`src/hdl/tbp_pkg.sv`:
```
`default_nettype none
package tbp_pkg;

   localparam int TABLE_ENTRIES = 2048;
   localparam int HISTORY_BITS  = 11;
   localparam int IDX_BITS      = $clog2(TABLE_ENTRIES);
   localparam int EXT_BITS      = (IDX_BITS > HISTORY_BITS) ? IDX_BITS : HISTORY_BITS;

   localparam logic [1:0] CTR_STRONG_TAKEN = 2'd3;
   localparam logic [1:0] CTR_STRONG_NOT   = 2'd0;
   localparam logic [1:0] CHOOSE_BIMODAL   = 2'd2;

   typedef logic [IDX_BITS-1:0]     idx_type;
   typedef logic [HISTORY_BITS-1:0] hist_type;

   typedef struct packed {
      logic       g_guess;
      logic       b_guess;
      logic       c_guess;
      logic       c_ok;
      logic [1:0] gsh_next;
      logic [1:0] bim_next;
      logic [1:0] cho_next;
   } upd_type;

   // Saturating 2-bit counter step.
   function automatic logic [1:0] train2(input logic [1:0] ctr, input logic up);
      logic [1:0] res;
      if (up) begin
         res = (ctr == CTR_STRONG_TAKEN) ? ctr : ctr + 2'd1;
      end else begin
         res = (ctr == CTR_STRONG_NOT) ? ctr : ctr - 2'd1;
      end
      return res;
   endfunction

   // Address index XOR history, cut to the table size.
   function automatic idx_type gshare_index(input idx_type bi, input hist_type hist);
      logic [EXT_BITS-1:0] ext;
      ext = EXT_BITS'(hist);
      return bi ^ ext[IDX_BITS-1:0];
   endfunction

endpackage
`default_nettype wire

```
`src/hdl/tbp_update.sv`:
```
`default_nettype none
// Form the predictions and the trained counter values for one branch.
module tbp_update (
   input  wire logic [1:0]      gsh_ctr,
   input  wire logic [1:0]      bim_ctr,
   input  wire logic [1:0]      cho_ctr,
   input  wire logic            taken,
   output tbp_pkg::upd_type     upd
);

   logic g_ok;
   logic b_ok;

   always_comb begin
      upd.g_guess  = gsh_ctr[1];
      upd.b_guess  = bim_ctr[1];
      upd.c_guess  = (cho_ctr >= tbp_pkg::CHOOSE_BIMODAL) ? bim_ctr[1] : gsh_ctr[1];
      upd.c_ok     = (upd.c_guess == taken);
      g_ok         = (gsh_ctr[1] == taken);
      b_ok         = (bim_ctr[1] == taken);
      upd.gsh_next = tbp_pkg::train2(gsh_ctr, taken);
      upd.bim_next = tbp_pkg::train2(bim_ctr, taken);
      // move the chooser toward whichever predictor alone was right
      if (g_ok && !b_ok) begin
         upd.cho_next = tbp_pkg::train2(cho_ctr, 1'b0);
      end else if (!g_ok && b_ok) begin
         upd.cho_next = tbp_pkg::train2(cho_ctr, 1'b1);
      end else begin
         upd.cho_next = cho_ctr;
      end
   end

endmodule
`default_nettype wire

```
`config.mk`:
```
export PLATFORM = sky130hd
export DESIGN_NAME = tbp_update
export DESIGN_NICKNAME = d
export VERILOG_FILES = /design/src/hdl/tbp_pkg.sv /design/src/hdl/tbp_update.sv
export SDC_FILE = /design/constraint.sdc
export NUM_CORES = 1
export LEC_CHECK = 0
export BUFFER_PORTS_ARGS = -buffer_cell sky130_fd_sc_hd__buf_2
export CAP_MARGIN = 20
export CORE_AREA = 2 2 39 41
export DETAILED_ROUTE_END_ITERATION = 8
export DIE_AREA = 0 0 41 43
export PLACE_DENSITY = 0.46
export RECOVER_POWER = 25
export SYNTH_ARGS = -nofsm -noshare
export SYNTH_HDL_FRONTEND = slang
export SYNTH_SLANG_ARGS = --single-unit
```
`constraint.sdc`:
```
create_clock -name vclk -period 1.1
set_clock_uncertainty 0.1 [all_clocks]
set_input_delay 0.22 -clock vclk [all_inputs]
set_output_delay 0.22 -clock vclk [all_outputs]
set_load 0.01 [all_outputs]
```
==> results.py <==
metrics = {
    "sta": {
        "tightest_slew_ns": 0.238,
        "relSlewSlack_pct": 84.0,
        "rsz0062_at_grt": "true",
        "layout_setup_ws_ns": -0.263,
        "timing.final.hold_violations": 0,
        "finalSetupViolCount": 6,
        "timing.final.crit_share_pct": 124,
        "timing.hold.ws_ns": 0.568,
        "min_period_ns": 1.36,
        "max_freq_ghz": 0.734,
        "drv_slew": 0,
    },
    "detailed_routing": {
        "viasPerCell": 4.51,
        "drc": 0,
        "vias": 311,
        "final_antenna_net_count": 0,
        "dr.first_iter.drc_count": 3,
        "wl_um": 714,
        "wl_per_cell_um": 10.3,
        "drtPass1Iterations": 3,
    },
    "worst_setup_path": {
        "cp-start-kind": "primary input",
        "cp-end-kind": "output pin",
        "cp_slowest_cell": "mux2_4",
        "cp_max_fo": 7,
        "worstPathCellList": "buf_8 > mux2_4 > o2111ai_2 > o41ai_2 > buf_2",
        "critPathKind": "primary input to output pin",
        "arrival_ns": 1.04,
        "worstPathRequired_ns": 0.78,
        "slowest_delay_ns": 0.29,
        "startpoint": "cho_ctr[0]",
    },
    "floorplanning": {
        "die_w_um": 41,
        "io_pins": 17,
        "die_h_um": 43,
        "start_util_pct": 16.8,
        "die-area_mm2": 0.00176,
        "core_area_mm2": 0.00138,
        "rows": 14,
    },
    "yosys": {
        "yosysTopAreaCellShare_pct": 9.68,
        "postSynthAreaPerCell_um2": 7.27,
        "synthTopCellsByArea": "mux2_2 (9.7%), a21oi_1 (8.6%), maj3_1 (8.6%), o41ai_2 (7.0%), a211oi_1 (6.5%)",
        "netlist.top_cell.by_area": "mux2_2",
        "synth_area_um2": 233,
        "ys_types": 20,
        "synth_fp_nets": 39,
        "ys_warn_count": 0,
        "yosysSeqAreaShare_pct": 0,
        "synth_cells": 32,
    },
    "power_and_ir_drop": {
        "pwr_density_cell_mw_per_mm2": 452,
        "swShare_pct": 42.6,
        "leakagePower_nw": 0.230,
        "p_int_mw": 0.129,
        "power_frac_seq_pct": 0,
        "p_clk_share_pct": 0,
        "pwr-share-comb_pct": 100.0,
        "switchingPower_mw": 0.0959,
        "power_mw": 0.225,
        "peakVddDrop_uv": 134,
    },
    "global_routing": {
        "grt_pass1_wl_um": 890,
        "grt_max_degree": 10,
        "overflow": 0,
        "gr-usage-all-layers_pct": 6.60,
        "grt_pass1_vias": 227,
        "antenna_found_initial": 0,
    },
    "finish": {
        "stdcell_count": 69,
        "multi_input_area_um2": 224,
        "flops_and_latches": 0,
        "syn2layout_area_growth_pct": 114,
        "final_net_count": 62,
        "antenna_cells": 0,
        "seqCellArea_um2": 0,
        "num-fill-cells": 145,
        "clkbuf_count": 0,
        "layout.cells.most_common": "buf_2",
        "drive_gt1_share_pct": 79.2,
        "final_cell_mix": "buf_2 (8), buf_6 (6), buf_4 (6)",
    },
    "flow_run": {
        "cap_violations": 0,
    },
    "hold_path": {
        "hold_path.startpoint": "bim_ctr[1]",
        "hp-class": "primary input to output pin",
        "whs_path_depth": 2,
        "hold_path_end": "upd[8]",
    },
    "placement": {
        "dp_hpwl_um": 472,
        "place_congestion": 0.722,
        "port_buffers": 17,
        "place_inst": 66,
    },
    "status": {
        "status": "complete, but fails checks",
        "violations": "setup timing",
    },
    "clocking": {
        "ctsHoldBuffers": 0,
    },
}
==> worst max-delay path by stage <==
stage	to	depth (start not counted)	slack (ns)
after global placement	upd[0]	5	-0.32
final	upd[0]	5	-0.26
after floorplan	upd[0]	4	-0.11
after global routing	upd[0]	5	-0.31
after detailed placement	upd[0]	5	-0.35
after CTS	upd[0]	5	-0.28
==> power groups by stage <==
stage               combinational (mW)  sequential (mW)  clock, mW
finish                           0.225                0          0
global route                     0.244                0          0
CTS                              0.202                0          0
detailed placement               0.162                0          0
global placement                 0.161                0          0
floorplan                        0.103                0          0
==> metrics by stage <==
step                      cell area, um^2  util, %  setup slack [ns]  setup TNS [ns]
after floorplan                       249        -            -0.115          -0.211
after global placement                359     25.9            -0.322           -1.37
after detailed placement              359     25.9            -0.347           -1.42
after CTS                             448     32.4            -0.284          -0.723
after global routing                  498     36.0            -0.306           -1.12
final                                 498     36.0            -0.263          -0.919
==> logic make-up (layout without fill, tap and decap cells) <==
kind of cell | after synthesis | after routing | synth area share, %
compound gates | 12 | 12 | 41.4
xor+xnor | 1 | 1 | 3.76
fa+ha+maj | 2 | 2 | 8.60
buf+inv | 9 | 30 | 22.0
mux | 2 | 2 | 9.68
simple gates | 6 | 6 | 14.5
==> synthesized netlist by cell type, types with 2 or more instances <==
cell / instances
a211oi_1: 2
buf_2: 2
maj3_1: 2
a21oi_1: 4
nor2_1: 2
buf_4: 2
mux2_2: 2
inv_1: 4
==> critical path, delay by kind of cell <==
kind                   cells  cell delay (ns)
AOI/OAI and AO/OA          2             0.27
buffers and inverters      2             0.26
muxes                      1             0.29
==> metal layers <==
metal  wire length [um]  GRT usage (%)
met5                  0              0
met4                  0              0
met3                 65           1.57
met2                340           10.3
met1                308           9.52
==> what timing repair did <==
| action | CTS | global route |
|---|---|---|
| pin swaps | 3 | 4 |
| hold endpoints to repair | 0 | 0 |
| buffers inserted | 0 | 3 |
| setup endpoints to repair | 8 | 8 |
| gates resized for setup | 27 | 7 |
==> area by class of cell <==
| cell class | count | share of cell area [%] |
|---|---|---|
| multi-input combinational | 23 | 45.0 |
| timing repair buffer | 26 | 47.5 |
| tap | 16 | 4.02 |
| inverter | 4 | 3.52 |
No activity file was read; power rests on OpenSTA's default activity.
